### config.mk
export PLATFORM = sky130hd
export DESIGN_NAME = fan_channel_spinup_stall_control_unit
export DESIGN_NICKNAME = d
export VERILOG_FILES = /design/src/rtl/fcs_pkg.sv /design/src/rtl/fan_channel_spinup_stall_control_unit.sv /design/src/rtl/fcs_duty.sv /design/src/rtl/fcs_core.sv
export VERILOG_INCLUDE_DIRS = /design/src /design/src/rtl
export SDC_FILE = /design/constraint.sdc
export NUM_CORES = 1
export LEC_CHECK = 0
export BUFFER_PORTS_ARGS = -buffer_cell sky130_fd_sc_hd__buf_4
export CORE_MARGIN = 4
export CORE_UTILIZATION = 54
export DETAILED_ROUTE_END_ITERATION = 10
export MAX_ROUTING_LAYER = met4
export PLACE_DENSITY = 0.87
export SYNTH_ARGS = -nofsm -noshare
export SYNTH_HDL_FRONTEND = slang
export SYNTH_SLANG_ARGS = --single-unit
### constraint.sdc
create_clock -name clk -period 8.7 [get_ports clk]
set_input_delay 0.87 -clock clk [delete_from_list [all_inputs] [get_ports clk]]
set_output_delay 0.87 -clock clk [all_outputs]
set_load 0.05 [all_outputs]
### src/rtl/fan_channel_spinup_stall_control_unit_assert.svh
// Assertion macros for the fan channel control top level.
`ifndef FAN_CHANNEL_SPINUP_STALL_CONTROL_UNIT_ASSERT_SVH
`define FAN_CHANNEL_SPINUP_STALL_CONTROL_UNIT_ASSERT_SVH

`ifndef SYNTH
// Property must hold on every clock edge outside reset.
`define FCS_ASSERT(lbl, prop) \
  lbl: assert property (@(posedge clk) disable iff (rst) prop) \
    else $error("fcs assertion failed");
// Condition must never be seen outside reset.
`define FCS_ASSERT_NEVER(lbl, cond) \
  lbl: assert property (@(posedge clk) disable iff (rst) !(cond)) \
    else $error("fcs forbidden condition seen");
`else
`define FCS_ASSERT(lbl, prop)
`define FCS_ASSERT_NEVER(lbl, cond)
`endif

`endif

### src/rtl/fcs_pkg.sv
// Types, codes and constants for the fan channel spin-up and stall control.
`timescale 1ns / 1ps
`default_nettype none

package fcs_pkg;

  localparam int unsigned PWM_FULL_SCALE = 255;
  localparam int unsigned PCT_CAP        = 100;
  // x / 100 == (x * 5243) >> 19 for every x below 43690
  localparam int unsigned RECIP_HUNDRED  = 5243;
  localparam int unsigned PCT_SHIFT      = 19;
  localparam int unsigned PCT_MUL        = PWM_FULL_SCALE * RECIP_HUNDRED;
  localparam int unsigned PCT_W          = 7;
  localparam int unsigned PROD_W         = 28;

  typedef enum logic [1:0] {
    ACT_SET_DUTY    = 2'd0,
    ACT_SET_PERCENT = 2'd1,
    ACT_TICK        = 2'd2,
    ACT_SET_MANUAL  = 2'd3
  } action_t;

  typedef enum logic [2:0] {
    EV_START       = 3'd0,
    EV_STALL       = 3'd1,
    EV_STALL_CLEAR = 3'd2,
    EV_MANUAL      = 3'd3,
    EV_AUTO        = 3'd4
  } ev_kind_t;

  typedef enum logic [2:0] {
    CFG_CHANNEL_ID   = 3'd0,
    CFG_DUTY_FLOOR   = 3'd1,
    CFG_DUTY_CEILING = 3'd2,
    CFG_ENABLED      = 3'd3,
    CFG_STALL_FLOOR  = 3'd4,
    CFG_KICK_DUTY    = 3'd5,
    CFG_KICK_TIME    = 3'd6
  } cfg_idx_t;

  typedef struct packed {
    logic [7:0]  channel_id;
    logic [7:0]  duty_floor;
    logic [7:0]  duty_ceiling;
    logic        channel_enabled;
    logic [15:0] stall_rpm_floor;
    logic [7:0]  kick_duty;
    logic [15:0] kick_time_ms;
  } cfg_t;

  typedef struct packed {
    action_t     action;
    logic [7:0]  target_id;
    logic [7:0]  level;
    logic        manual_on;
    logic [31:0] time_ms;
    logic [15:0] measured_rpm;
  } in_item_t;

  typedef struct packed {
    logic        status;
    logic        pwm_write;
    logic [7:0]  pwm_level;
    logic        event_valid;
    ev_kind_t    event_kind;
    logic [7:0]  event_channel;
    logic [15:0] event_rpm;
    logic [7:0]  event_level;
    logic [31:0] event_time;
  } out_item_t;

endpackage

`default_nettype wire

### src/rtl/fan_channel_spinup_stall_control_unit.sv
// Top level of the fan channel spin-up and stall control block.
// Input channel: in_valid / in_stall / in_data carry one request or tachometer
// tick per beat. Output channel: out_valid / out_stall / out_data carry exactly
// one result beat per input beat, in order.
// Configuration: cfg_we writes cfg_data into register cfg_idx at the clock
// edge; write only while no beat is in flight.
// Path: an accepted input beat is held in the input register, then its result
// moves into the result register and out_valid rises; a stalled output can
// hold the beat in the input register. Throughput: one beat per cycle while
// out_stall is low; the single decision stage between the registers sets it.
// A stalled output holds its beat; the input register then holds too and
// in_stall rises, so nothing is dropped.
// Reset (rst, synchronous) empties both registers, clears the channel state
// and loads the configuration defaults: id 0, min duty 0, max duty 255,
// channel enabled, stall floor 300 RPM, kick duty 255, kick time 1000 ms.
`timescale 1ns / 1ps
`default_nettype none

`include "fan_channel_spinup_stall_control_unit_assert.svh"

module fan_channel_spinup_stall_control_unit (
  input  logic                clk,
  input  logic                rst,
  input  logic                cfg_we,
  input  logic [2:0]          cfg_idx,
  input  logic [15:0]         cfg_data,
  input  logic                in_valid,
  output logic                in_stall,
  input  fcs_pkg::in_item_t   in_data,
  output logic                out_valid,
  input  logic                out_stall,
  output fcs_pkg::out_item_t  out_data
);

  fcs_pkg::cfg_t      cfg;
  fcs_pkg::in_item_t  in_hold;
  logic               in_hold_valid;
  logic               advance;
  fcs_pkg::out_item_t result;
  logic               reject_noisy;
  logic               stall_ev_unleveled;
  logic               idle_fields_set;

  always_ff @(posedge clk) begin
    if (rst) begin
      cfg.channel_id      <= 8'd0;
      cfg.duty_floor      <= 8'd0;
      cfg.duty_ceiling    <= 8'd255;
      cfg.channel_enabled <= 1'b1;
      cfg.stall_rpm_floor <= 16'd300;
      cfg.kick_duty       <= 8'd255;
      cfg.kick_time_ms    <= 16'd1000;
    end else if (cfg_we) begin
      case (cfg_idx)
        fcs_pkg::CFG_CHANNEL_ID:   cfg.channel_id      <= cfg_data[7:0];
        fcs_pkg::CFG_DUTY_FLOOR:   cfg.duty_floor      <= cfg_data[7:0];
        fcs_pkg::CFG_DUTY_CEILING: cfg.duty_ceiling    <= cfg_data[7:0];
        fcs_pkg::CFG_ENABLED:      cfg.channel_enabled <= cfg_data[0];
        fcs_pkg::CFG_STALL_FLOOR:  cfg.stall_rpm_floor <= cfg_data;
        fcs_pkg::CFG_KICK_DUTY:    cfg.kick_duty       <= cfg_data[7:0];
        fcs_pkg::CFG_KICK_TIME:    cfg.kick_time_ms    <= cfg_data;
        default: begin
        end
      endcase
    end
  end

  // move the held beat into the result register when that slot frees up
  assign advance  = in_hold_valid && (!out_valid || !out_stall);
  assign in_stall = in_hold_valid && !advance;

  always_ff @(posedge clk) begin
    if (rst) begin
      in_hold_valid <= 1'b0;
    end else if (!in_stall) begin
      in_hold_valid <= in_valid;
    end
  end

  always_ff @(posedge clk) begin
    if (in_valid && !in_stall) begin
      in_hold <= in_data;
    end
  end

  fcs_core u_core (
    .clk    (clk),
    .rst    (rst),
    .step   (advance),
    .item   (in_hold),
    .cfg    (cfg),
    .result (result)
  );

  always_ff @(posedge clk) begin
    if (rst) begin
      out_valid <= 1'b0;
    end else if (advance) begin
      out_valid <= 1'b1;
    end else if (!out_stall) begin
      out_valid <= 1'b0;
    end
  end

  always_ff @(posedge clk) begin
    if (advance) begin
      out_data <= result;
    end
  end

  assign reject_noisy = out_valid && out_data.status &&
                        (out_data.pwm_write || out_data.event_valid);
  assign stall_ev_unleveled = out_valid && out_data.event_valid &&
                              out_data.event_kind == fcs_pkg::EV_STALL &&
                              out_data.event_level == 8'd0;
  assign idle_fields_set = out_valid && !out_data.event_valid &&
                           (out_data.event_time != 32'd0 ||
                            out_data.event_channel != 8'd0 ||
                            out_data.event_rpm != 16'd0);

  `FCS_ASSERT(a_advance_fills_out, advance |=> out_valid)
  `FCS_ASSERT_NEVER(a_reject_is_quiet, reject_noisy)
  `FCS_ASSERT_NEVER(a_stall_has_level, stall_ev_unleveled)
  `FCS_ASSERT_NEVER(a_no_event_zero, idle_fields_set)

endmodule

`default_nettype wire

### src/rtl/fcs_duty.sv
// Duty request decode: percent scaling and min/max clamping.
`timescale 1ns / 1ps
`default_nettype none

module fcs_duty (
  input  fcs_pkg::action_t action,
  input  logic [7:0]       level,
  input  logic [7:0]       duty_floor,
  input  logic [7:0]       duty_ceiling,
  output logic [7:0]       duty
);

  logic [fcs_pkg::PCT_W-1:0]  pct;
  logic [fcs_pkg::PROD_W-1:0] prod;
  logic [7:0]                 raw;
  logic [7:0]                 floored;

  always_comb begin
    // saturate at one hundred percent before scaling
    if (level > 8'(fcs_pkg::PCT_CAP)) begin
      pct = fcs_pkg::PCT_W'(fcs_pkg::PCT_CAP);
    end else begin
      pct = level[fcs_pkg::PCT_W-1:0];
    end
    prod = fcs_pkg::PROD_W'(pct) * fcs_pkg::PROD_W'(fcs_pkg::PCT_MUL);

    if (action == fcs_pkg::ACT_SET_PERCENT) begin
      raw = prod[fcs_pkg::PCT_SHIFT +: 8];
    end else begin
      raw = level;
    end

    // apply min first, then max, so max wins when they cross
    if (raw != 8'd0 && raw < duty_floor) begin
      floored = duty_floor;
    end else begin
      floored = raw;
    end
    if (floored > duty_ceiling) begin
      duty = duty_ceiling;
    end else begin
      duty = floored;
    end
  end

endmodule

`default_nettype wire

### src/rtl/fcs_core.sv
// Channel state and per-beat decision logic for spin-up, stall and mode.
`timescale 1ns / 1ps
`default_nettype none

module fcs_core (
  input  logic              clk,
  input  logic              rst,
  input  logic              step,
  input  fcs_pkg::in_item_t item,
  input  fcs_pkg::cfg_t     cfg,
  output fcs_pkg::out_item_t result
);

  logic [7:0]  target_level, target_level_next;
  logic [15:0] last_rpm, last_rpm_next;
  logic        kicking, kicking_next;
  logic [31:0] kick_start, kick_start_next;
  logic        stall_flag, stall_flag_next;
  logic        manual_mode, manual_mode_next;

  logic [7:0]  duty;
  logic [31:0] kick_elapsed;
  logic        kick_done;
  logic        rpm_low;

  fcs_duty u_duty (
    .action       (item.action),
    .level        (item.level),
    .duty_floor   (cfg.duty_floor),
    .duty_ceiling (cfg.duty_ceiling),
    .duty         (duty)
  );

  always_comb begin
    target_level_next = target_level;
    last_rpm_next     = last_rpm;
    kicking_next      = kicking;
    kick_start_next   = kick_start;
    stall_flag_next   = stall_flag;
    manual_mode_next  = manual_mode;
    result            = '0;

    kick_elapsed = item.time_ms - kick_start;
    kick_done    = kick_elapsed >= {16'd0, cfg.kick_time_ms};
    rpm_low      = item.measured_rpm < cfg.stall_rpm_floor;

    if (item.action == fcs_pkg::ACT_TICK) begin
      if (cfg.channel_enabled) begin
        last_rpm_next = item.measured_rpm;
        if (kicking) begin
          // end spin-up and hand over to the held target duty
          if (kick_done) begin
            kicking_next     = 1'b0;
            result.pwm_write = 1'b1;
            result.pwm_level = target_level;
          end
        end else if (target_level > cfg.duty_floor && rpm_low) begin
          if (!stall_flag) begin
            stall_flag_next      = 1'b1;
            result.event_valid   = 1'b1;
            result.event_kind    = fcs_pkg::EV_STALL;
            result.event_channel = cfg.channel_id;
            result.event_rpm     = item.measured_rpm;
            result.event_level   = target_level;
            result.event_time    = item.time_ms;
          end
        end else if (stall_flag && !rpm_low) begin
          stall_flag_next      = 1'b0;
          result.event_valid   = 1'b1;
          result.event_kind    = fcs_pkg::EV_STALL_CLEAR;
          result.event_channel = cfg.channel_id;
          result.event_rpm     = item.measured_rpm;
          result.event_time    = item.time_ms;
        end
      end
    end else if (item.target_id != cfg.channel_id) begin
      result.status = 1'b1;
    end else if (item.action == fcs_pkg::ACT_SET_MANUAL) begin
      manual_mode_next     = item.manual_on;
      result.event_valid   = 1'b1;
      result.event_kind    = item.manual_on ? fcs_pkg::EV_MANUAL : fcs_pkg::EV_AUTO;
      result.event_channel = cfg.channel_id;
      result.event_time    = item.time_ms;
      if (item.manual_on) begin
        result.pwm_write = 1'b1;
        result.pwm_level = item.level;
      end
    end else if (manual_mode) begin
      result.status = 1'b1;
    end else if (duty != 8'd0 && !kicking && last_rpm < cfg.stall_rpm_floor &&
                 target_level == 8'd0) begin
      // stopped fan: kick first, keep the requested duty for later
      kicking_next         = 1'b1;
      kick_start_next      = item.time_ms;
      target_level_next    = duty;
      result.pwm_write     = 1'b1;
      result.pwm_level     = cfg.kick_duty;
      result.event_valid   = 1'b1;
      result.event_kind    = fcs_pkg::EV_START;
      result.event_channel = cfg.channel_id;
      result.event_time    = item.time_ms;
    end else begin
      target_level_next = duty;
      result.pwm_write  = 1'b1;
      result.pwm_level  = duty;
    end
  end

  always_ff @(posedge clk) begin
    if (rst) begin
      target_level <= '0;
      last_rpm     <= '0;
      kicking      <= 1'b0;
      kick_start   <= '0;
      stall_flag   <= 1'b0;
      manual_mode  <= 1'b0;
    end else if (step) begin
      target_level <= target_level_next;
      last_rpm     <= last_rpm_next;
      kicking      <= kicking_next;
      kick_start   <= kick_start_next;
      stall_flag   <= stall_flag_next;
      manual_mode  <= manual_mode_next;
    end
  end

endmodule

`default_nettype wire
==> results.txt <==
----------------------------------------------------
[Logic synthesis]
  Fraction of registers with async set or reset after synthesis ... 0%
  Post-Synthesis Cells ... ~1600
  Distinct cells, synth ... 74
  Main area contributors after synthesis ... sky130_fd_sc_hd__edfxtp_1 27%, sky130_fd_sc_hd__dfxtp_1 16%, sky130_fd_sc_hd__ha_1 12%
  Primary FF master, synth ... sky130_fd_sc_hd__edfxtp_1
  Sequential fraction of the synthesis area ... between 40 and 50%
  Syn nets ... between 1500 and 2000
  Flip-flop and latch count after synthesis ... roughly 270
  Top cell type's share of synthesized area ... 27.36%
  Number of flops mapped to enable cells by yosys ... ~150
  Area leader, netlist ... sky130_fd_sc_hd__edfxtp_1
  Warnings from Yosys ... 0
  Synthesized area per cell ... between 9 and 10 um^2
  Post-Synthesis Cell Area ... 15910 um^2

[STA]
  Share of the clock period used by the worst path ... 98.10%
  Skew final ... between 0.02 and 0.03 ns
  Final-report hold violation count ... 0
  Pin slew with the least headroom to its limit ... 1.123 ns
  Aggregate negative setup slack ... 0 ns
  Number of pins with negative max-slew slack in the final report ... 0
  Post-route worst setup slack ... approximately 0.17 ns
  Final critical path time including I/O delays and setup ... roughly 8.5 ns
  # setup viols final ... 0
  Slew headroom ... 25.15%
  Highest attainable clock frequency ... about 120 MHz

[GRT]
  Overflow left after global routing ... 0
  Maximum number of pins on one net before global-route repair ... ~100
  Number of global-route vias before repair ... about 13000
  Antenna violations before repair ... 1
  Global-route wire length before repair ... 66720 um
  Aggregate global-route resource usage ... about a quarter

[Pwr]
  P_leak ... ~0.0078 uW
  Power density normalized to cell area ... between 150 and 200 nW/um^2
  Highest ir drop seen on vdd ... 0.1698 mV

[Floorplan]
  X dimension of the die ... 179.7 um
  Height of the die ... roughly 180 um
  Core ar. ... 28860 um^2
  Initial core utilization ... 55.14%
  IO Count ... approximately 170
  Placement row count ... 62
  Floorplan die area ... ~32000 um^2

[Detailed routing]
  Routed wirelength normalized by instance count ... slightly below 20 um
  Post-route DRC violation count ... 0
  Final Routed Wirelength ... ~43000 um
  Count of vias placed by the detailed router ... approximately 13000
  First DRT Iteration DRCs ... 1069
  DRT antenna net count ... 0
  Via density per instance ... 5.892
  Iteration count of the initial detailed-routing pass ... 6

[Flow run]
  MaxCap Viol Count ... 0

[Clock network]
  TritonCTS clock tree ... done
  Clock latency on the worst-skew pair ... ~0.56 ns
  Number of clock sinks ... 271
  Maximum number of buffers from clock root to sink ... 3
  Maximum level of the CTS H-tree ... 1
  Clock buffers created by TritonCTS ... 28
  Clock tree root buffer cell ... sky130_fd_sc_hd__clkbuf_16
  Clk pin slew, worst setup/hold paths ... approximately 0.070 ns

[Finish]
  Number of non-filler instances in the completed layout ... roughly 2200
  Fraction of layout cells with a size suffix above 1 ... between 10% and 20%
  Commonest cells after routing, fill and taps aside ... 213 x sky130_fd_sc_hd__buf_4, 210 x sky130_fd_sc_hd__nand2_1, 145 x sky130_fd_sc_hd__edfxtp_1, 143 x sky130_fd_sc_hd__ha_1, 126 x sky130_fd_sc_hd__dfxtp_1
  Most frequent standard cell in the layout excluding fill and tap cells ... sky130_fd_sc_hd__buf_4
  Layout area overhead ... 20.71%
  NumNets Final ... 2091

[Critical path]
  Critical Path Sink Type ... flop
  Critical path launch point type ... flop
  Worst Path Required ... about 9.0 ns
  Slowest stage cell on the critical path ... sky130_fd_sc_hd__fa_1
  CP Max Fanout ... 9
  Largest incremental delay on the critical path ... approximately 0.50 ns
  Data arrival time of the critical path ... between 8 and 9 ns
  Critical path start-end classification ... flop to flop

[Place]
  Pre-CTS WS ... -0.2113 ns
  Placed cell count ... 2166
  Global placer's final weighted congestion ... 0.9997
  Placed wire-length estimate after detailed placement ... between 30000 and 40000 um
  Port Buffers ... 170

[Worst hold path]
  Class of the most critical hold timing path ... flop to flop

[Run status]
  Run status ... finished, final reports clean

----------------------------------------------------
-- layer usage --
layer / GRT usage, % / wire, um / vias to the layer above
met5: - / 0 / -
met4: 8.046 / 1483 / 0
met3: 5.335 / 3523 / 105
met2: 41.11 / 20300 / 583
met1: 32.85 / 18040 / 6275
li1: - / - / 6234
-- flip-flops by register name, summed over array words and instances, names as in the netlist --
register / count
out_valid: 1
out_data: 78
u_core.manual_mode: 1
u_core.stall_flag: 1
u_core.kick_start: 32
u_core.last_rpm: 16
cfg: 65
u_core.kicking: 1
in_hold_valid: 1
u_core.target_level: 8
in_hold: 67
-- layout make-up --
cell class / instances / area [um^2]
Antenna cell: 1 / 2.502
Clock buffer: 32 / 715.7
Clock inverter: 20 / 190.2
Fill cell: 2174 / 9649
Inverter: 125 / 473.0
Multi-Input combinational cell: 1185 / 8686
Sequential cell: 271 / 6877
Tap cell: 384 / 480.5
Timing Repair Buffer: 222 / 1784
-- Yosys cell counts, drive strengths merged (10+ instances only) --
| library cell | count |
|---|---|
| o21a | 15 |
| a21oi | 114 |
| nor4 | 13 |
| a211oi | 22 |
| buf | 12 |
| inv | 125 |
| edfxtp | 145 |
| a21o | 37 |
| xor2 | 18 |
| and2 | 32 |
| or2 | 14 |
| nand2b | 86 |
| dfxtp | 126 |
| nand3 | 19 |
| o22ai | 10 |
| clkbuf | 49 |
| o21ai | 55 |
| ha | 153 |
| nor3 | 25 |
| mux2i | 46 |
| nand2 | 213 |
| nor2b | 16 |
| nand4 | 12 |
| nand3b | 22 |
| a21boi | 41 |
| fa | 14 |
| a211o | 17 |
| nor2 | 67 |
| and3 | 10 |
| xnor2 | 19 |
-- critical path: cells and delay by family, from the launching register on --
| family | cells | cell delay [ns] |
|---|---|---|
| AOI/OAI and AO/OA | 16 | 3.31 |
| adders and majority gates | 6 | 2.09 |
| buffers and inverters | 7 | 0.90 |
| DFF | 1 | 0.41 |
| and+or+nand+nor | 10 | 1.56 |
-- repair_timing --
item,4_1_cts,5_1_grt
gates cloned,1,4
hold buffers,0,0
endpoints found under the setup margin,81,82
endpoints found under the hold margin,0,0
resized for setup,14,55
pin swaps,3,28
buffers inserted,2,14
-- cell families (layout without fill, tap and decap cells) --
group / after synthesis / in the layout / share of synthesized area [%]
AO/OA/AOI/OAI: 382 / 382 / 15.95
XOR/XNOR: 37 / 37 / 2.036
adder cells (fa/ha/maj): 167 / 167 / 13.79
buffers and inverters: 186 / 399 / 4.631
flip-flops: 271 / 271 / 43.21
multiplexers: 48 / 48 / 3.035
other: 0 / 1 / 0
AND/OR/NAND/NOR: 551 / 551 / 17.34
-- power breakdown --
part	switching [uW]	total [uW]	internal, uW
Sequential	32.2	1430	1400
Clock	499	1180	681
Combinational	461	777	316
-- metrics by stage --
step           util [%]  power (uW)  instance area [um^2]  hold WS (ns)
2_1_floorplan         -        1909                 15910        0.4312
3_3_place_gp      61.33        2104                 17700        0.4388
3_5_place_dp      61.33        2125                 17700        0.4503
4_1_cts           64.82        3312                 18710        0.4596
5_1_grt           66.56        3532                 19210        0.4655
6_report          66.56        3385                 19210        0.4593
-- final timing paths --
check             depth (start not counted)  slack [ns]            to        start
setup / recovery                         39        0.17  out_data[16]  in_hold[50]
hold / removal                            2        0.46        cfg[4]       cfg[4]
setup reg to reg                         39        0.17  out_data[16]  in_hold[50]
hold reg to reg                           2        0.46        cfg[4]       cfg[4]
No activity file was read; power rests on OpenSTA's default activity.
